`config.mk`:
```
export PLATFORM = sky130hd
export DESIGN_NAME = interval_merge_and_lookup_top_flat
export DESIGN_NICKNAME = d
export VERILOG_FILES = /design/src/rtl/core/imal_pkg.sv /design/src/rtl/core/imal_req_if.sv /design/src/rtl/core/imal_rsp_if.sv /design/src/rtl/core/imal_ram.sv /design/src/rtl/core/interval_merge_and_lookup_top.sv /design/src/flat_wrapper.sv
export VERILOG_INCLUDE_DIRS = /design/src /design/src/rtl/core
export SDC_FILE = /design/constraint.sdc
export NUM_CORES = 1
export LEC_CHECK = 0
export CAP_MARGIN = 20
export CELL_PAD_IN_SITES_DETAIL_PLACEMENT = 2
export CELL_PAD_IN_SITES_GLOBAL_PLACEMENT = 2
export CORE_MARGIN = 10
export CORE_UTILIZATION = 35
export CTS_BUF_LIST = sky130_fd_sc_hd__clkbuf_16
export DETAILED_ROUTE_END_ITERATION = 8
export DONT_BUFFER_PORTS = 1
export PLACE_DENSITY = 0.63
export SETUP_SLACK_MARGIN = 0.2
export SYNTH_ARGS = -nofsm -noshare
export SYNTH_HDL_FRONTEND = slang
export SYNTH_HIERARCHICAL = 1
export SYNTH_SLANG_ARGS = --single-unit
```
`constraint.sdc`:
```
create_clock -name clk -period 5.7 [get_ports clk]
set_clock_uncertainty 0.15 [all_clocks]
set_input_delay 0.57 -clock clk [delete_from_list [all_inputs] [get_ports clk]]
set_output_delay 0.57 -clock clk [all_outputs]
set_load 0.005 [all_outputs]
```
`src/rtl/core/interval_merge_and_lookup_top_macros.svh`:
```
// Assertion macros for the interval merge and lookup block.
// Included by RTL files that carry concurrent checks; no other dependencies.
`ifndef INTERVAL_MERGE_AND_LOOKUP_TOP_MACROS_SVH
`define INTERVAL_MERGE_AND_LOOKUP_TOP_MACROS_SVH

// same-cycle implication, disabled during reset
`define IMAL_ASSERT_IMPL(label, clk, rst_n, ante, cons, msg) \
    label: assert property (@(posedge clk) disable iff (!rst_n) (ante) |-> (cons)) \
        else $error(msg);

// next-cycle implication, disabled during reset
`define IMAL_ASSERT_NEXT(label, clk, rst_n, ante, cons, msg) \
    label: assert property (@(posedge clk) disable iff (!rst_n) (ante) |=> (cons)) \
        else $error(msg);

`endif

```
`src/rtl/core/imal_pkg.sv`:
```
// Types and constants for the interval merge and lookup block.
// No dependencies.
`default_nettype none

package imal_pkg;

    localparam int MERGED_DEPTH = 16;
    localparam int MIDX_W       = 4;
    localparam int MCNT_W       = 5;
    localparam int RANGE_W      = 16;

    typedef enum logic [1:0] {
        CMD_ADD    = 2'd0,
        CMD_LOOKUP = 2'd1,
        CMD_CLEAR  = 2'd2
    } cmd_t;

    localparam logic KIND_LIST   = 1'b0;
    localparam logic KIND_LOOKUP = 1'b1;

    typedef enum logic [3:0] {
        S_IDLE,
        S_INS_RD,
        S_INS_CMP,
        S_INS_PUT,
        S_MRG_INIT,
        S_MRG_RD,
        S_MRG_CMP,
        S_MRG_FLUSH,
        S_EMIT_RD,
        S_EMIT_OUT,
        S_LK_RD,
        S_LK_CMP,
        S_LK_MISS
    } state_t;

endpackage

`default_nettype wire

```
`src/rtl/core/imal_req_if.sv`:
```
// Input channel of the interval merge and lookup block: valid/ready plus command beat.
// No dependencies.
`default_nettype none

interface imal_req_if;
    logic       valid;
    logic       ready;
    logic [1:0] command;
    logic [7:0] range_low;
    logic [7:0] range_high;
    logic       last_range;
    logic [7:0] query_index;

    modport source (
        output valid, command, range_low, range_high, last_range, query_index,
        input  ready
    );
    modport sink (
        input  valid, command, range_low, range_high, last_range, query_index,
        output ready
    );
endinterface

`default_nettype wire

```
`src/rtl/core/imal_rsp_if.sv`:
```
// Result channel of the interval merge and lookup block: valid/ready plus result beat.
// No dependencies.
`default_nettype none

interface imal_rsp_if;
    logic       valid;
    logic       ready;
    logic       kind;
    logic [7:0] out_low;
    logic [7:0] out_high;
    logic [3:0] slot;
    logic       found;
    logic       overflow;
    logic       last;

    modport source (
        output valid, kind, out_low, out_high, slot, found, overflow, last,
        input  ready
    );
    modport sink (
        input  valid, kind, out_low, out_high, slot, found, overflow, last,
        output ready
    );
endinterface

`default_nettype wire

```
`src/rtl/core/imal_ram.sv`:
```
// Generic single-write, single-read RAM with registered read data.
// No dependencies.
`default_nettype none

module imal_ram #(
    parameter int WIDTH = 16,
    parameter int DEPTH = 16
) (
    input  wire logic                                         clk,
    input  wire logic                                         wr_en,
    input  wire logic [((DEPTH > 1) ? $clog2(DEPTH) : 1)-1:0] wr_addr,
    input  wire logic [WIDTH-1:0]                             wr_data,
    input  wire logic                                         rd_en,
    input  wire logic [((DEPTH > 1) ? $clog2(DEPTH) : 1)-1:0] rd_addr,
    output logic      [WIDTH-1:0]                             rd_data
);

    logic [WIDTH-1:0] mem [DEPTH];

    always_ff @(posedge clk)
    begin
        if (wr_en)
        begin
            mem[wr_addr] <= wr_data;
        end
        if (rd_en)
        begin
            rd_data <= mem[rd_addr];
        end
    end

endmodule

`default_nettype wire

```
`src/rtl/core/interval_merge_and_lookup_top.sv`:
```
// Interval merge and lookup block: one read walk at a time over two range stores,
// under a small sequencer. Depends on imal_pkg, imal_req_if, imal_rsp_if, imal_ram
// and interval_merge_and_lookup_top_macros.svh.
//
// Ranges are kept sorted as they arrive. An add without the last mark is written
// directly when the store is empty and dropped when it is full; else each stored
// range above it is read and shifted up one slot before it is put in place.
// An add with the last mark then walks the pending store, merging overlapping
// ranges, and lists the merged ranges one beat each, stalling while a result is
// held.
// A lookup scans the merged ranges until one holds the index, else reports a miss.
// Clear empties both stores. The pace is set by the single read port of each store,
// read one entry per step. The block takes no beat while it works; the last result
// waits in an output register, so the next beat is accepted while it is held.
`default_nettype none
`include "interval_merge_and_lookup_top_macros.svh"

module interval_merge_and_lookup_top
    import imal_pkg::*;
#(
    parameter int MAX_RANGES = 16
) (
    input  wire logic   clk,
    input  wire logic   rst_n,
    imal_req_if.sink    req,
    imal_rsp_if.source  rsp
);

    localparam int PIDX_W = (MAX_RANGES > 1) ? $clog2(MAX_RANGES) : 1;
    localparam int PCNT_W = $clog2(MAX_RANGES + 1);

    state_t state_reg, state_next;

    logic [RANGE_W-1:0] key_reg, key_next;
    logic               last_reg, last_next;
    logic [7:0]         q_reg, q_next;
    logic [PCNT_W-1:0]  pcount_reg, pcount_next;
    logic [MCNT_W-1:0]  mcount_reg, mcount_next;
    logic               ovf_seen_reg, ovf_seen_next;
    logic               run_ovf_reg, run_ovf_next;
    logic [PIDX_W-1:0]  j_reg, j_next;
    logic [PCNT_W-1:0]  i_reg, i_next;
    logic [MCNT_W-1:0]  e_reg, e_next;
    logic [7:0]         cur_lo_reg, cur_lo_next;
    logic [7:0]         cur_hi_reg, cur_hi_next;

    logic               rsp_valid_reg, rsp_valid_next;
    logic               rsp_kind_reg, rsp_kind_next;
    logic [7:0]         rsp_low_reg, rsp_low_next;
    logic [7:0]         rsp_high_reg, rsp_high_next;
    logic [MIDX_W-1:0]  rsp_slot_reg, rsp_slot_next;
    logic               rsp_found_reg, rsp_found_next;
    logic               rsp_ovf_reg, rsp_ovf_next;
    logic               rsp_last_reg, rsp_last_next;

    logic               p_wr_en, p_rd_en;
    logic [PIDX_W-1:0]  p_wr_addr, p_rd_addr;
    logic [RANGE_W-1:0] p_wr_data, p_rd_data;
    logic               m_wr_en, m_rd_en;
    logic [MIDX_W-1:0]  m_wr_addr, m_rd_addr;
    logic [RANGE_W-1:0] m_wr_data, m_rd_data;

    logic               acc;
    logic               out_free;
    logic               room;
    logic               ins_shift;
    logic               lk_hit;
    logic               merge_first;
    logic               overlap;
    logic               i_at_end;
    logic               e_at_end;
    logic [PCNT_W-1:0]  i_inc;
    logic [MCNT_W-1:0]  e_inc;
    logic [7:0]         p_lo, p_hi, m_lo, m_hi;

    assign acc       = req.valid && req.ready;
    assign req.ready = (state_reg == S_IDLE);
    assign out_free  = !rsp_valid_reg || rsp.ready;
    assign room      = (pcount_reg < PCNT_W'(MAX_RANGES));

    assign p_lo = p_rd_data[15:8];
    assign p_hi = p_rd_data[7:0];
    assign m_lo = m_rd_data[15:8];
    assign m_hi = m_rd_data[7:0];

    assign i_inc    = i_reg + PCNT_W'(1);
    assign e_inc    = e_reg + MCNT_W'(1);
    assign i_at_end = (i_inc == pcount_reg);
    assign e_at_end = (e_inc == mcount_reg);

    assign ins_shift   = (p_rd_data > key_reg);
    assign merge_first = (i_reg == '0);
    assign overlap     = (cur_hi_reg >= p_lo);
    assign lk_hit      = (q_reg >= m_lo) && (q_reg <= m_hi);

    imal_ram #(
        .WIDTH (RANGE_W),
        .DEPTH (MAX_RANGES)
    ) u_pending (
        .clk     (clk),
        .wr_en   (p_wr_en),
        .wr_addr (p_wr_addr),
        .wr_data (p_wr_data),
        .rd_en   (p_rd_en),
        .rd_addr (p_rd_addr),
        .rd_data (p_rd_data)
    );

    imal_ram #(
        .WIDTH (RANGE_W),
        .DEPTH (MERGED_DEPTH)
    ) u_merged (
        .clk     (clk),
        .wr_en   (m_wr_en),
        .wr_addr (m_wr_addr),
        .wr_data (m_wr_data),
        .rd_en   (m_rd_en),
        .rd_addr (m_rd_addr),
        .rd_data (m_rd_data)
    );

    // next state
    always_comb
    begin
        state_next = state_reg;
        case (state_reg)
            S_IDLE:
            begin
                if (acc)
                begin
                    case (cmd_t'(req.command))
                        CMD_ADD:
                        begin
                            if (room && (pcount_reg != '0))
                            begin
                                state_next = S_INS_RD;
                            end
                            else if (req.last_range)
                            begin
                                state_next = S_MRG_INIT;
                            end
                        end
                        CMD_LOOKUP:
                        begin
                            state_next = (mcount_reg == '0) ? S_LK_MISS : S_LK_RD;
                        end
                        default:
                        begin
                            state_next = S_IDLE;
                        end
                    endcase
                end
            end
            S_INS_RD:
            begin
                state_next = S_INS_CMP;
            end
            S_INS_CMP:
            begin
                if (ins_shift)
                begin
                    state_next = (j_reg == PIDX_W'(1)) ? S_INS_PUT : S_INS_RD;
                end
                else
                begin
                    state_next = last_reg ? S_MRG_INIT : S_IDLE;
                end
            end
            S_INS_PUT:
            begin
                state_next = last_reg ? S_MRG_INIT : S_IDLE;
            end
            S_MRG_INIT:
            begin
                state_next = S_MRG_RD;
            end
            S_MRG_RD:
            begin
                state_next = S_MRG_CMP;
            end
            S_MRG_CMP:
            begin
                state_next = i_at_end ? S_MRG_FLUSH : S_MRG_RD;
            end
            S_MRG_FLUSH:
            begin
                state_next = S_EMIT_RD;
            end
            S_EMIT_RD:
            begin
                state_next = S_EMIT_OUT;
            end
            S_EMIT_OUT:
            begin
                if (out_free)
                begin
                    state_next = e_at_end ? S_IDLE : S_EMIT_RD;
                end
            end
            S_LK_RD:
            begin
                state_next = S_LK_CMP;
            end
            S_LK_CMP:
            begin
                if (lk_hit)
                begin
                    if (out_free)
                    begin
                        state_next = S_IDLE;
                    end
                end
                else
                begin
                    state_next = e_at_end ? S_LK_MISS : S_LK_RD;
                end
            end
            S_LK_MISS:
            begin
                if (out_free)
                begin
                    state_next = S_IDLE;
                end
            end
            default:
            begin
                state_next = S_IDLE;
            end
        endcase
    end

    // datapath, store ports and result register
    always_comb
    begin
        key_next       = key_reg;
        last_next      = last_reg;
        q_next         = q_reg;
        pcount_next    = pcount_reg;
        mcount_next    = mcount_reg;
        ovf_seen_next  = ovf_seen_reg;
        run_ovf_next   = run_ovf_reg;
        j_next         = j_reg;
        i_next         = i_reg;
        e_next         = e_reg;
        cur_lo_next    = cur_lo_reg;
        cur_hi_next    = cur_hi_reg;

        rsp_valid_next = rsp_valid_reg && !rsp.ready;
        rsp_kind_next  = rsp_kind_reg;
        rsp_low_next   = rsp_low_reg;
        rsp_high_next  = rsp_high_reg;
        rsp_slot_next  = rsp_slot_reg;
        rsp_found_next = rsp_found_reg;
        rsp_ovf_next   = rsp_ovf_reg;
        rsp_last_next  = rsp_last_reg;

        p_wr_en   = 1'b0;
        p_wr_addr = j_reg;
        p_wr_data = key_reg;
        p_rd_en   = 1'b0;
        p_rd_addr = i_reg[PIDX_W-1:0];
        m_wr_en   = 1'b0;
        m_wr_addr = mcount_reg[MIDX_W-1:0];
        m_wr_data = {cur_lo_reg, cur_hi_reg};
        m_rd_en   = 1'b0;
        m_rd_addr = e_reg[MIDX_W-1:0];

        case (state_reg)
            S_IDLE:
            begin
                if (acc)
                begin
                    key_next  = {req.range_low, req.range_high};
                    last_next = req.last_range;
                    q_next    = req.query_index;
                    case (cmd_t'(req.command))
                        CMD_ADD:
                        begin
                            if (!room)
                            begin
                                ovf_seen_next = 1'b1;
                            end
                            else if (pcount_reg == '0)
                            begin
                                p_wr_en     = 1'b1;
                                p_wr_addr   = '0;
                                p_wr_data   = {req.range_low, req.range_high};
                                pcount_next = PCNT_W'(1);
                            end
                            else
                            begin
                                j_next = pcount_reg[PIDX_W-1:0];
                            end
                        end
                        CMD_LOOKUP:
                        begin
                            e_next = '0;
                        end
                        CMD_CLEAR:
                        begin
                            pcount_next   = '0;
                            mcount_next   = '0;
                            ovf_seen_next = 1'b0;
                        end
                        default:
                        begin
                            e_next = e_reg;
                        end
                    endcase
                end
            end
            S_INS_RD:
            begin
                p_rd_en   = 1'b1;
                p_rd_addr = j_reg - PIDX_W'(1);
            end
            S_INS_CMP:
            begin
                p_wr_en = 1'b1;
                if (ins_shift)
                begin
                    p_wr_data = p_rd_data;
                    j_next    = j_reg - PIDX_W'(1);
                end
                else
                begin
                    pcount_next = pcount_reg + PCNT_W'(1);
                end
            end
            S_INS_PUT:
            begin
                p_wr_en     = 1'b1;
                pcount_next = pcount_reg + PCNT_W'(1);
            end
            S_MRG_INIT:
            begin
                mcount_next  = '0;
                i_next       = '0;
                run_ovf_next = ovf_seen_reg;
            end
            S_MRG_RD:
            begin
                p_rd_en = 1'b1;
            end
            S_MRG_CMP:
            begin
                i_next = i_inc;
                if (merge_first || !overlap)
                begin
                    if (!merge_first)
                    begin
                        if (mcount_reg[MCNT_W-1])
                        begin
                            run_ovf_next = 1'b1;
                        end
                        else
                        begin
                            m_wr_en     = 1'b1;
                            mcount_next = mcount_reg + MCNT_W'(1);
                        end
                    end
                    cur_lo_next = p_lo;
                    cur_hi_next = p_hi;
                end
                else if (p_hi > cur_hi_reg)
                begin
                    cur_hi_next = p_hi;
                end
            end
            S_MRG_FLUSH:
            begin
                if (mcount_reg[MCNT_W-1])
                begin
                    run_ovf_next = 1'b1;
                end
                else
                begin
                    m_wr_en     = 1'b1;
                    mcount_next = mcount_reg + MCNT_W'(1);
                end
                pcount_next   = '0;
                ovf_seen_next = 1'b0;
                e_next        = '0;
            end
            S_EMIT_RD, S_LK_RD:
            begin
                m_rd_en = 1'b1;
            end
            S_EMIT_OUT:
            begin
                if (out_free)
                begin
                    rsp_valid_next = 1'b1;
                    rsp_kind_next  = KIND_LIST;
                    rsp_low_next   = m_lo;
                    rsp_high_next  = m_hi;
                    rsp_slot_next  = e_reg[MIDX_W-1:0];
                    rsp_found_next = 1'b0;
                    rsp_ovf_next   = run_ovf_reg;
                    rsp_last_next  = e_at_end;
                    e_next         = e_inc;
                end
            end
            S_LK_CMP:
            begin
                if (lk_hit)
                begin
                    if (out_free)
                    begin
                        rsp_valid_next = 1'b1;
                        rsp_kind_next  = KIND_LOOKUP;
                        rsp_low_next   = m_lo;
                        rsp_high_next  = m_hi;
                        rsp_slot_next  = e_reg[MIDX_W-1:0];
                        rsp_found_next = 1'b1;
                        rsp_ovf_next   = 1'b0;
                        rsp_last_next  = 1'b1;
                    end
                end
                else
                begin
                    e_next = e_inc;
                end
            end
            S_LK_MISS:
            begin
                if (out_free)
                begin
                    rsp_valid_next = 1'b1;
                    rsp_kind_next  = KIND_LOOKUP;
                    rsp_low_next   = '0;
                    rsp_high_next  = '0;
                    rsp_slot_next  = '0;
                    rsp_found_next = 1'b0;
                    rsp_ovf_next   = 1'b0;
                    rsp_last_next  = 1'b1;
                end
            end
            default:
            begin
                p_rd_en = 1'b0;
            end
        endcase
    end

    always_ff @(posedge clk or negedge rst_n)
    begin
        if (!rst_n)
        begin
            state_reg     <= S_IDLE;
            pcount_reg    <= '0;
            mcount_reg    <= '0;
            ovf_seen_reg  <= 1'b0;
            rsp_valid_reg <= 1'b0;
        end
        else
        begin
            state_reg     <= state_next;
            pcount_reg    <= pcount_next;
            mcount_reg    <= mcount_next;
            ovf_seen_reg  <= ovf_seen_next;
            rsp_valid_reg <= rsp_valid_next;
        end
    end

    always_ff @(posedge clk)
    begin
        key_reg       <= key_next;
        last_reg      <= last_next;
        q_reg         <= q_next;
        run_ovf_reg   <= run_ovf_next;
        j_reg         <= j_next;
        i_reg         <= i_next;
        e_reg         <= e_next;
        cur_lo_reg    <= cur_lo_next;
        cur_hi_reg    <= cur_hi_next;
        rsp_kind_reg  <= rsp_kind_next;
        rsp_low_reg   <= rsp_low_next;
        rsp_high_reg  <= rsp_high_next;
        rsp_slot_reg  <= rsp_slot_next;
        rsp_found_reg <= rsp_found_next;
        rsp_ovf_reg   <= rsp_ovf_next;
        rsp_last_reg  <= rsp_last_next;
    end

    assign rsp.valid    = rsp_valid_reg;
    assign rsp.kind     = rsp_kind_reg;
    assign rsp.out_low  = rsp_low_reg;
    assign rsp.out_high = rsp_high_reg;
    assign rsp.slot     = rsp_slot_reg;
    assign rsp.found    = rsp_found_reg;
    assign rsp.overflow = rsp_ovf_reg;
    assign rsp.last     = rsp_last_reg;

    `IMAL_ASSERT_IMPL(a_pcount_bound, clk, rst_n, 1'b1, pcount_reg <= PCNT_W'(MAX_RANGES), "pending count beyond capacity")
    `IMAL_ASSERT_IMPL(a_mcount_bound, clk, rst_n, 1'b1, mcount_reg <= MCNT_W'(MERGED_DEPTH), "merged count beyond depth")
    `IMAL_ASSERT_NEXT(a_last_add_busy, clk, rst_n, acc && (req.command == CMD_ADD) && req.last_range, !req.ready, "ready right after a last add")
    `IMAL_ASSERT_NEXT(a_flush_clears, clk, rst_n, state_reg == S_MRG_FLUSH, (pcount_reg == '0) && !ovf_seen_reg, "pending store not emptied after merge")
    `IMAL_ASSERT_IMPL(a_emit_in_list, clk, rst_n, state_reg == S_EMIT_OUT, e_reg < mcount_reg, "listing walks past merged count")
    `IMAL_ASSERT_IMPL(a_hit_ordered, clk, rst_n, rsp.valid && (rsp.kind == KIND_LOOKUP) && rsp.found, rsp.out_low <= rsp.out_high, "lookup hit on empty range")

endmodule

`default_nettype wire
```
`src/flat_wrapper.sv`:
```
// flat-port wrapper written by rule: the top's interface ports become plain ports
module interval_merge_and_lookup_top_flat import imal_pkg::*;
#(
    parameter int MAX_RANGES = 16
)
  (clk, rst_n, req_valid, req_command, req_range_low, req_range_high, req_last_range, req_query_index, req_ready, rsp_valid, rsp_kind, rsp_out_low, rsp_out_high, rsp_slot, rsp_found, rsp_overflow, rsp_last, rsp_ready);
  imal_req_if req_i ();
  imal_rsp_if rsp_i ();
  input  wire logic clk;
  input  wire logic rst_n;
  input wire logic [$bits(req_i.valid)-1:0] req_valid;
  input wire logic [$bits(req_i.command)-1:0] req_command;
  input wire logic [$bits(req_i.range_low)-1:0] req_range_low;
  input wire logic [$bits(req_i.range_high)-1:0] req_range_high;
  input wire logic [$bits(req_i.last_range)-1:0] req_last_range;
  input wire logic [$bits(req_i.query_index)-1:0] req_query_index;
  output wire logic [$bits(req_i.ready)-1:0] req_ready;
  output wire logic [$bits(rsp_i.valid)-1:0] rsp_valid;
  output wire logic [$bits(rsp_i.kind)-1:0] rsp_kind;
  output wire logic [$bits(rsp_i.out_low)-1:0] rsp_out_low;
  output wire logic [$bits(rsp_i.out_high)-1:0] rsp_out_high;
  output wire logic [$bits(rsp_i.slot)-1:0] rsp_slot;
  output wire logic [$bits(rsp_i.found)-1:0] rsp_found;
  output wire logic [$bits(rsp_i.overflow)-1:0] rsp_overflow;
  output wire logic [$bits(rsp_i.last)-1:0] rsp_last;
  input wire logic [$bits(rsp_i.ready)-1:0] rsp_ready;
  assign req_i.valid = req_valid;
  assign req_i.command = req_command;
  assign req_i.range_low = req_range_low;
  assign req_i.range_high = req_range_high;
  assign req_i.last_range = req_last_range;
  assign req_i.query_index = req_query_index;
  assign req_ready = req_i.ready;
  assign rsp_valid = rsp_i.valid;
  assign rsp_kind = rsp_i.kind;
  assign rsp_out_low = rsp_i.out_low;
  assign rsp_out_high = rsp_i.out_high;
  assign rsp_slot = rsp_i.slot;
  assign rsp_found = rsp_i.found;
  assign rsp_overflow = rsp_i.overflow;
  assign rsp_last = rsp_i.last;
  assign rsp_i.ready = rsp_ready;
  interval_merge_and_lookup_top #(.MAX_RANGES(MAX_RANGES)) u_core (.clk(clk), .rst_n(rst_n), .req(req_i), .rsp(rsp_i));
endmodule
```
==> key figures, run 1 <==
Status
  – Status: finished, final reports clean

Cells and area
  – Leading cell type in the layout, fill and taps excluded: edfxtp_1
  – Nets: 1685
  – Most frequent cells in the layout: edfxtp_1 (624), nand2_1 (124), mux4_2 (108)
  – Area delta synth->final: 14.83%
  – Top Registers: u_core/u_merged/mem (256), u_core/u_pending/mem (256)
  – Layout cells sized above 1: 18.56%
  – Final std cells w/o fill: 2633

STA
  – RSZ-0062 raised after global routing: no
  – Worst Tran Pin Value: 1118 ps
  – Final setup viols: 0
  – Period utilization: 77.52%
  – Slew HR: 25.41%
  – TNS Setup: 0 ps
  – Maximum clock rate: 226.3 MHz
  – Crit path time final: 4418 ps
  – Final hold viol count: 0
  – Slew Limit Fails: 0

Clock tree
  – Clk slew on worst S/H paths: 60 ps
  – CTS sink cnt: 640
  – CTS Buf Count: 69
  – # hold bufs at CTS: 26
  – Worst-case clock buffer depth: 3
  – CTS tree: built
  – Htree depth: 3
  – Root buf cell: clkbuf_16
  – Setup bufs post-CTS: 0
  – # resized after CTS: 0
  – Clk_lat worst skew: 620 ps

Worst setup path
  – R2r setup slk: 1280 ps
  – Reg2Reg Depth: 6
  – Crit path max fanout: 17
  – Startpoint Class: flop
  – Crit Path Class: reg2reg
  – Worst endpoint data arrival time: 4500 ps
  – Worst R2R End: u_core/u_pending/mem[3][12]
  – R2r startpoint: u_core/state_reg[3]
  – Data required time at the worst endpoint: 5790 ps
  – CP Capture Type: flop

Floorplan
  – IO Count: 57
  – Die area: 87630 sq um
  – Die Y: 296.0 um
  – Die width: 296.0 um
  – Starting Density: 35.23%
  – Row count: 101
  – Core area: 75700 sq um

Synthesis
  – Most used flip-flop cell after synthesis: edfxtp_1
  – Post-synth top area share: 70.27%
  – Synth async-reset ratio: 2.500%
  – Synthesized area per cell: 17.60 sq um
  – Largest cells by area after synthesis: edfxtp_1 (70%), mux4_2 (9.1%), ha_1 (2.7%)
  – Syn Inst Count: 1515
  – EDFF count, synth: 624
  – Post-synthesis register bit count: 640
  – Post-Syn Nets: 1603
  – YS warnings: 6
  – Synthesized cell area: 26670 sq um
  – Yosys cell types: 73
  – Sequential share of the synthesized area: 71.77%
  – Leading area contributor after synthesis: edfxtp_1

Placement
  – Dpl cells: 2468
  – Final Wtd Congestion: 0.7656
  – Port-buffer cells: 0
  – DP HPWL: 46670 um

Min path
  – Hold depth: 2
  – Hold_sp: req_command[1]
  – Worst min-delay path class: in2reg
  – Worst hold endpoint: u_core/ovf_seen_reg

Global route
  – Initial antenna violation count: 4
  – Largest net degree at the start of global routing: 68
  – First-pass GRT wire length: 110300 um
  – GR Util All Layers: 17.14%
  – Vias in the first global route: 15.84k
  – Overflow after GRT: 0

Routing
  – Wire per inst: 28.25 um
  – DR iter-0 viols: 1080
  – Vias per Instance: 5.448
  – Via Count: 14.34k
  – Drt first pass iters: 5
  – DRC Markers: 0
  – Final WL: 74380 um
  – ANT nets after route: 0

Pwr
  – Pwr dens: 453.8 nW/um^2
  – Worst vdd ir: 0.3134 mV
  – Leak pwr: 10.28 nW

Job
  – Max_cap viols: 0
-- through the flow --
stage	hold WS (ps)	utilization [%]	setup WS [ps]	power, W	area, sq um
after floorplan	124.4	-	1638	0.008372	26670
after global placement	125.6	36.97	1401	0.009489	27990
after detailed placement	125.8	37.07	1259	0.009647	28060
after CTS	71.34	40.26	1253	0.01405	30470
after global routing	112.2	40.45	1047	0.01456	30620
final	91.17	40.45	1282	0.01390	30620
-- power by group --
group / internal (W) / switching [W]
Sequential: 0.00592 / 0.000329
Combinational: 0.00120 / 0.00210
Clock: 0.00243 / 0.00191
Total: 0.00955 / 0.00434
-- cells in the mapped netlist (5+ instances only) --
cell type  instances
a21o_1             7
a21oi_1           58
a221o_1           10
a22oi_1           66
and2_1             5
and3_1             8
buf_1             10
buf_2              7
buf_4              9
buf_6             11
clkbuf_1          34
dfrtp_1           16
edfxtp_1         624
ha_1              57
inv_1             65
mux2i_1            8
mux4_1            20
mux4_2           108
nand2_1          124
nand2b_1          15
nand3_1           18
nand4_1            5
nor2_1            69
nor2b_1           13
nor3_1            25
o21a_1             5
o21ai_0           16
o21ai_1            8
xnor2_1            9
xor2_1            10
-- metal layers --
metal  vias to the layer above  global-route usage, %  routed length (um)
met5                         -                      0                   0
met4                         0                  5.039                2145
met3                       113                  2.761                3162
met2                       311                  30.05               38490
met1                      7700                  21.59               30580
li1                       6220                      -                   -
-- worst max-delay path by stage --
stage                              start                           to  slack, ps  depth (start not counted)
finish               u_core/state_reg[3]  u_core/u_pending/mem[3][12]       1280                          6
global route         u_core/state_reg[3]  u_core/u_pending/mem[3][12]       1050                          6
CTS                  u_core/state_reg[3]   u_core/u_pending/mem[2][3]       1250                          6
detailed placement   u_core/state_reg[3]  u_core/u_pending/mem[2][15]       1260                          6
global placement     u_core/state_reg[3]   u_core/u_pending/mem[2][8]       1400                          6
floorplan           u_core/cur_hi_reg[7]    u_core/u_merged/mem[0][0]       1640                          8
-- worst max-delay path, stage by stage, from the launching register on --
cell and delay [ps]:
dfrtp_1 610, or4_4 760, nor4_4 210, nand3_1 470, and2_1 400, or3b_2 570, nor2_2 850
-- layout make-up --
cell class | instances | area, sq um
tap | 978 | 1224
clock buffer | 70 | 1752
multi-input combinational | 737 | 7013
clock inverter | 53 | 404.1
antenna | 6 | 15.01
sequential | 640 | 19140
fill | 7196 | 45080
inverter | 67 | 251.5
timing repair buffer | 82 | 823.3
-- cells by family after synthesis --
logic type               count (synthesis)  synth area share [%]
XOR/XNOR                                19                0.6241
flip-flops                             640                 71.77
adder cells (fa/ha/maj)                 57                 2.675
buffers and inverters                  138                 2.412
multiplexers                           140                 11.56
AO/OA/AOI/OAI                          214                 5.528
AND/OR/NAND/NOR                        307                 5.429
Power figures use the tool's default switching activity.
==> inputs of run 2 (changes only) <==
--- a/config.mk
+++ b/config.mk
@@ -14,7 +14,7 @@
 export CTS_BUF_LIST = sky130_fd_sc_hd__clkbuf_16
 export DETAILED_ROUTE_END_ITERATION = 8
 export DONT_BUFFER_PORTS = 1
-export PLACE_DENSITY = 0.63
+export PLACE_DENSITY = 0.65
 export SETUP_SLACK_MARGIN = 0.2
 export SYNTH_ARGS = -nofsm -noshare
 export SYNTH_HDL_FRONTEND = slang
==> constraint.sdc (replaced) <==
create_clock -name clk -period 3.5 [get_ports clk]
set_clock_uncertainty 0.15 [all_clocks]
set_input_delay 0.35 -clock clk [delete_from_list [all_inputs] [get_ports clk]]
set_output_delay 0.35 -clock clk [all_outputs]
set_load 0.005 [all_outputs]
==> key figures, run 2 (synthesized netlist as in run 1, its figures left out) <==
Status
  – Status: finished, final reports clean

Worst setup path
  – Crit path buffers/inverters: 4 (+4)
  – Crit Path Class: reg2reg
  – Worst endpoint data arrival time: 3430 ps (-1070 ps)
  – Data required time at the worst endpoint: 3670 ps (-2120 ps)
  – Crit path max fanout: 8 (-9)
  – Top cell family by delay on the critical path: simple AND/OR/NAND/NOR gates
  – CP Capture Type: flop
  – Max stage delay cell, worst path: or4_1
  – Startpoint Class: flop
  – Worst path max stage delay: 470 ps (-380 ps)
  – CP cell instances: buf_4, inv_2, ha_4, a21oi_4, o21ai_2, or4_1, a21o_1, nand2_4, or3b_4, buf_6, nor2_4, clkbuf_16

Floorplan
  – Core area: 75700 sq um (unchanged)
  – Starting Density: 35.23% (unchanged)
  – Row count: 101 (unchanged)
  – Die area: 87630 sq um (unchanged)
  – IO Count: 57 (unchanged)
  – Die width: 296.0 um (unchanged)
  – Die Y: 296.0 um (unchanged)

STA
  – Slew Limit Fails: 0 (unchanged)
  – Slew HR: 37.81% (+12 points)
  – Crit path time final: 3257 ps (-1162 ps)
  – Period utilization: 93.05% (+16 points)
  – Hold_ws: 70.39 ps (-20.78 ps)
  – Final hold viol count: 0 (unchanged)
  – Final setup viols: 0 (unchanged)
  – RSZ-0062 raised after global routing: yes
  – Maximum clock rate: 307.1 MHz (+36%)
  – Worst Tran Pin Value: 929.9 ps (-187.8 ps)

Global route
  – Overflow after GRT: 0 (unchanged)
  – GR Util All Layers: 18.09% (+0.95 points)
  – First-pass GRT wire length: 115900 um (+5.0%)
  – Largest net degree at the start of global routing: 65 (-4.4%)
  – Initial antenna violation count: 1 (-3)
  – Vias in the first global route: 16.35k (+3.2%)

Routing
  – WL met2: 40480 um (+5.2%)
  – ANT nets after route: 0 (unchanged)
  – Top routing layer used: met4
  – DRC Markers: 0 (unchanged)
  – Final WL: 78860 um (+6.0%)
  – Wire per inst: 29.11 um (+3.1%)
  – DR iter-0 viols: 1060 (-1.9%)
  – Drt first pass iters: 5 (unchanged)
  – Via Count: 14.85k (+3.5%)
  – WL met3: 3283 um (+3.8%)
  – M1 WL: 32710 um (+7.0%)
  – Vias per Instance: 5.480 (+0.60%)

Cells and area
  – # fillers: 7087 (-1.5%)
  – Layout cells sized above 1: 23.54% (+5.0 points)
  – Area delta synth->final: 19.16%
  – Top Registers: u_core/u_merged/mem (256), u_core/u_pending/mem (256)
  – Most frequent cells in the layout: edfxtp_1 (624), nand2_1 (122), mux4_2 (108)
  – Leading cell type in the layout, fill and taps excluded: edfxtp_1
  – Nets: 1763 (+4.6%)
  – Final core utilization: 41.98% (+1.5 points)

Clock tree
  – Clk_lat worst skew: 610 ps (about the same)
  – Root buf cell: clkbuf_16
  – CTS tree: built
  – Worst-case clock buffer depth: 3 (unchanged)
  – Htree depth: 3 (unchanged)
  – CTS sink cnt: 640 (unchanged)
  – Clk slew on worst S/H paths: 60 ps (about the same)
  – CTS Buf Count: 69 (unchanged)

Min path
  – Worst min-delay path class: in2reg

Pwr
  – Leak pwr: 10.82 nW (+5.3%)
  – Worst vdd ir: 0.4573 mV (+46%)
  – Pwr dens: 731.1 nW/um^2 (+61%)
  – Total chip power: 0.02323 W (+67%)

Job
  – Max_cap viols: 0 (unchanged)

Placement
  – Port-buffer cells: 0 (unchanged)
  – Final Wtd Congestion: 0.7866 (+2.7%)
  – DP HPWL: 50260 um (+7.7%)
run 2: changes by cell type in the layout (fill, tap and decap cells not counted), sizes merged:
| cell | previous run | this run |
|---|---|---|
| clkinv | 22 | 26 |
| clkbuf | 70 | 73 |
| dlygate4sd3 | 26 | 29 |
| buf | 56 | 129 |
| diode | 6 | 2 |
| a221o | 10 | 11 |
| inv | 91 | 86 |
| clkinvlp | 3 | 4 |
run 2: what timing repair did:
item                       4_1_cts  5_1_grt
resized for setup               28       32
setup endpoints to repair      304      386
buffers inserted                 3        7
hold buffers                    29        0
hold endpoints to repair        43        0
pin swaps                        2        6
gates cloned                     1        3
run 2: tightest hold or removal path, delay by kind of cell:
family             cells  cell delay, ps
AOI/OAI and AO/OA      3             410
run 2: layout make-up:
| class | instances | area (sq um) | share of cell area [%] |
|---|---|---|---|
| sequential | 640 | 19140 | 60.23 |
| multi-input combinational | 738 | 7241 | 22.79 |
| clock buffer | 72 | 1802 | 5.670 |
| timing repair buffer | 159 | 1743 | 5.485 |
| tap | 978 | 1224 | 3.851 |
| clock inverter | 53 | 370.4 | 1.166 |
| inverter | 67 | 251.5 | 0.7915 |
| antenna | 2 | 5.005 | 0.01575 |
run 2: metal layers:
layer,vias to the layer above,GRT usage [%]
met5,-,0
met4,0,5.790
met3,116,3.083
met2,318,31.42
met1,8025,22.77
li1,6387,-
run 2: final timing paths:
check,startpoint,endpoint,slack (ps),depth (start not counted)
min in group asynchronous,rst_n,u_core/rsp.valid,180,1
max in group asynchronous,rst_n,u_core/pcount_reg[4],2430,1
worst min register to register,u_core/last_reg,u_core/state_reg[2],390,2
worst max register to register,u_core/u_pending/rd_data[15],u_core/u_merged/mem[3][10],240,12
worst max-delay path,u_core/u_pending/rd_data[15],u_core/u_merged/mem[3][10],240,12
worst min-delay path,req_command[1],u_core/state_reg[2],70,3
run 2: power by group:
group / leakage (nW) / total, W / switching (W) / internal, W
logic: 3.85 / 0.00613 / 0.00372 / 0.00241
registers: 5.86 / 0.0100 / 0.000375 / 0.00963
clock network: 1.12 / 0.00710 / 0.00306 / 0.00403
run 2: metrics by stage:
step / setup WS, ps / instances / cell area (sq um) / TNS (ps)
5_1_grt: 176.9 / 2708 / 31770 / 0
4_1_cts: 98.19 / 2697 / 31480 / 0
3_5_place_dp: -7.380 / 2539 / 28890 / -106.3
6_report: 243.3 / 2709 / 31770 / 0
3_3_place_gp: 217.1 / 2539 / 28890 / 0
2_1_floorplan: -5.826 / 1515 / 26730 / -279.7
==> inputs of run 3 (changes only) <==
--- a/config.mk
+++ b/config.mk
@@ -6,7 +6,7 @@
 export SDC_FILE = /design/constraint.sdc
 export NUM_CORES = 1
 export LEC_CHECK = 0
-export CAP_MARGIN = 20
+export ABC_AREA = 1
 export CELL_PAD_IN_SITES_DETAIL_PLACEMENT = 2
 export CELL_PAD_IN_SITES_GLOBAL_PLACEMENT = 2
 export CORE_MARGIN = 10
@@ -14,7 +14,7 @@
 export CTS_BUF_LIST = sky130_fd_sc_hd__clkbuf_16
 export DETAILED_ROUTE_END_ITERATION = 8
 export DONT_BUFFER_PORTS = 1
-export PLACE_DENSITY = 0.65
+export PLACE_DENSITY_LB_ADDON = 0.1
 export SETUP_SLACK_MARGIN = 0.2
 export SYNTH_ARGS = -nofsm -noshare
 export SYNTH_HDL_FRONTEND = slang
==> key figures, run 3 <==
Placement
  – Placed instance area: 31680 sq um (+9.7%)
  – DP HPWL: 65710 um (+31%)
  – Dpl cells: 4113 (+62%)
  – Port-buffer cells: 0 (unchanged)
  – Final Wtd Congestion: 0.8216 (+4.4%)

Cells and area
  – Top Registers: u_core/u_merged/mem (256), u_core/u_pending/mem (256)
  – # diodes: 0 (-2)
  – Leading cell type in the layout, fill and taps excluded: nand2_1
  – Nets: 3176 (+80%)
  – Area delta synth->final: 15.85%
  – Most frequent cells in the layout: nand2_1 (898), edfxtp_1 (624), inv_1 (527)
  – Layout cells sized above 1: 10.19% (-13 points)
  – Seq. cell area: 19140 sq um (about the same)
  – # fillers: 8947 (+26%)
  – Area of the multi-input gates: 8087 sq um (+12%)
  – Final std cells w/o fill: 4284 (+58%)
  – Final instance area: 34520 sq um (+8.7%)

Worst setup path
  – Data required time at the worst endpoint: 3680 ps (about the same)
  – Crit Path Class: reg2reg
  – Startpoint Class: flop
  – CP Capture Type: flop
  – Worst endpoint data arrival time: 3330 ps (-100 ps)
  – Crit path max fanout: 37 (+29)

Floorplan
  – Core area: 84090 sq um (+11%)
  – Row count: 106 (+5.0%)
  – Starting Density: 35.44% (+0.21 points)
  – Die area: 97220 sq um (+11%)
  – Die width: 311.8 um (+5.3%)
  – IO Count: 57 (unchanged)
  – Die Y: 311.8 um (+5.3%)

Global route
  – Largest net degree at the start of global routing: 105 (+62%)
  – Vias in the first global route: 23.62k (+45%)
  – GR Util All Layers: 20.28% (+2.2 points)
  – Initial antenna violation count: 2 (+1)
  – First-pass GRT wire length: 150900 um (+30%)
  – Overflow after GRT: 0 (unchanged)

Clock tree
  – Worst-case clock buffer depth: 3 (unchanged)
  – Clk_lat worst skew: 640 ps (+30 ps)
  – CTS sink cnt: 640 (unchanged)
  – Setup bufs post-CTS: 0 (-3)
  – Htree depth: 3 (unchanged)
  – Clk slew on worst S/H paths: 60 ps (about the same)
  – CTS Buf Count: 77 (+12%)
  – Root buf cell: clkbuf_16
  – CTS tree: built

Pwr
  – Total chip power: 0.02653 W (+14%)
  – Pwr dens: 768.4 nW/um^2 (+5.1%)
  – Leak pwr: 14.69 nW (+36%)
  – Worst vdd ir: 0.6574 mV (+44%)

Synthesis
  – Commonest cells post-synth: nand2_1 (898), edfxtp_1 (624), inv_1 (511)
  – Syn Inst Count: 2982 (+97%)
  – Post-Syn Nets: 3070 (+92%)
  – Most frequent cell after synthesis: nand2_1
  – Most used flip-flop cell after synthesis: edfxtp_1
  – YS warnings: 6 (unchanged)
  – Post-synthesis register bit count: 640 (unchanged)
  – Largest cells by area after synthesis: edfxtp_1 (63%), nand2_1 (11%), nand3_1 (7.4%)
  – Sequential share of the synthesized area: 64.22% (-7.6 points)
  – Synthesized cell area: 29800 sq um (+12%)
  – Yosys cell types: 41 (-44%)
  – Post-synth top area share: 62.88% (-7.4 points)
  – Synthesized area per cell: 9.994 sq um (-43%)
  – Leading area contributor after synthesis: edfxtp_1
  – EDFF count, synth: 624 (unchanged)
  – Synth async-reset ratio: 2.500% (unchanged)

Routing
  – DR iter-0 viols: 1120 (+5.7%)
  – ANT nets after route: 0 (unchanged)
  – DRC Markers: 0 (unchanged)
  – Wire per inst: 23.27 um (-20%)
  – Via Count: 21.47k (+45%)
  – Vias per Instance: 5.011 (-8.6%)
  – Drt first pass iters: 5 (unchanged)
  – Final WL: 99700 um (+26%)

STA
  – TNS Setup: 0 ps (unchanged)
  – Slew Limit Fails: 0 (unchanged)
  – Period utilization: 90.09% (-3.0 points)
  – Final hold viol count: 0 (unchanged)
  – Final setup viols: 0 (unchanged)
  – RSZ-0062 raised after global routing: yes
  – Crit path time final: 3153 ps (-103.7 ps)
  – Maximum clock rate: 317.2 MHz (+3.3%)
  – Worst Tran Pin Value: 1146 ps (+216.0 ps)
  – Slew HR: 23.61% (-14 points)

Status
  – Status: finished, final reports clean

Job
  – Max_cap viols: 0 (unchanged)

Min path
  – Worst min-delay path class: in2reg
[run 3: cell types whose count changed after synthesis, sizes merged, moves of 15 or more]
cell and change:
a22oi -66, buf +58, o21ai +43, mux4 -128, nor3 -22, nand3 +424
nand2 +782, inv +462, nand2b -15, nor2 +39
[run 3: repair_timing]
item	CTS	global route
resized for setup	0	4
endpoints found under the setup margin	0	34
hold buffers	30	0
endpoints found under the hold margin	49	0
[run 3: worst max-delay path: stages, from the launching register on]
cell	delay, ps
dfrtp_1	510
nor2_4	200
inv_2	80
nor2_1	340
buf_4	270
nor2_1	90
a21oi_4	200
inv_2	240
buf_12	270
nand3_1	120
nand3_1	70
nand3_1	100
nand2_1	180
[run 3: routing by layer]
layer / up-vias / track usage [%] / part of all wire, %
met2: 293 / 38.09 / 54
met1: 11110 / 23.98 / 41
li1: 9933 / - / -
met3: 131 / 2.725 / 3.1
met5: - / 0 / 0
met4: 0 / 5.037 / 2.2
[run 3: power breakdown]
group	switching [W]	internal, W	total, W
clock	0.00330	0.00473	0.00803
sequential	0.000383	0.00982	0.0102
combinational	0.00599	0.00230	0.00829
total	0.00967	0.0169	0.0265
[run 3: cell families after synthesis]
family | Yosys count | share of synthesized area, %
XOR/XNOR | 13 | 0.3821
buffers and inverters | 651 | 9.115
AO/OA/AOI/OAI | 141 | 2.742
flip-flops | 640 | 64.22
adder cells (fa/ha/maj) | 57 | 2.393
AND/OR/NAND/NOR | 1480 | 21.15
[run 3: path summary, 6_finish.rpt]
| path | cells past startpoint | startpoint | endpoint | slack (ps) |
|---|---|---|---|---|
| max | 12 | u_core/state_reg[3] | u_core/u_pending/rd_data[13] | 350 |
| min | 6 | req_valid | u_core/state_reg[2] | 40 |
| max reg2reg | 12 | u_core/state_reg[3] | u_core/u_pending/rd_data[13] | 350 |
| min reg2reg | 0 | u_core/u_pending/rd_data[11] | u_core/cur_lo_reg[3] | 370 |
| max in group asynchronous | 1 | rst_n | u_core/state_reg[0] | 2480 |
| min in group asynchronous | 1 | rst_n | u_core/rsp.valid | 130 |
[run 3: final cells by class]
type,count,area share (%)
flip-flops and latches,640,55.44
clock buffers,78,5.654
well taps,1134,4.110
multi-input cells,1691,23.42
inverters,529,5.791
repair buffers,149,3.929
clock inverters,63,1.656
[run 3: through the flow]
stage | utilization (%) | worst slack, ps | hold slack [ps]
6_report | 41.06 | 347.0 | 40.56
5_1_grt | 41.06 | 195.8 | 56.12
4_1_cts | 41.04 | 206.5 | 0.06717
3_5_place_dp | 37.68 | 216.8 | -94.66
3_3_place_gp | 37.68 | 274.7 | -94.85
2_1_floorplan | - | 306.1 | -95.59
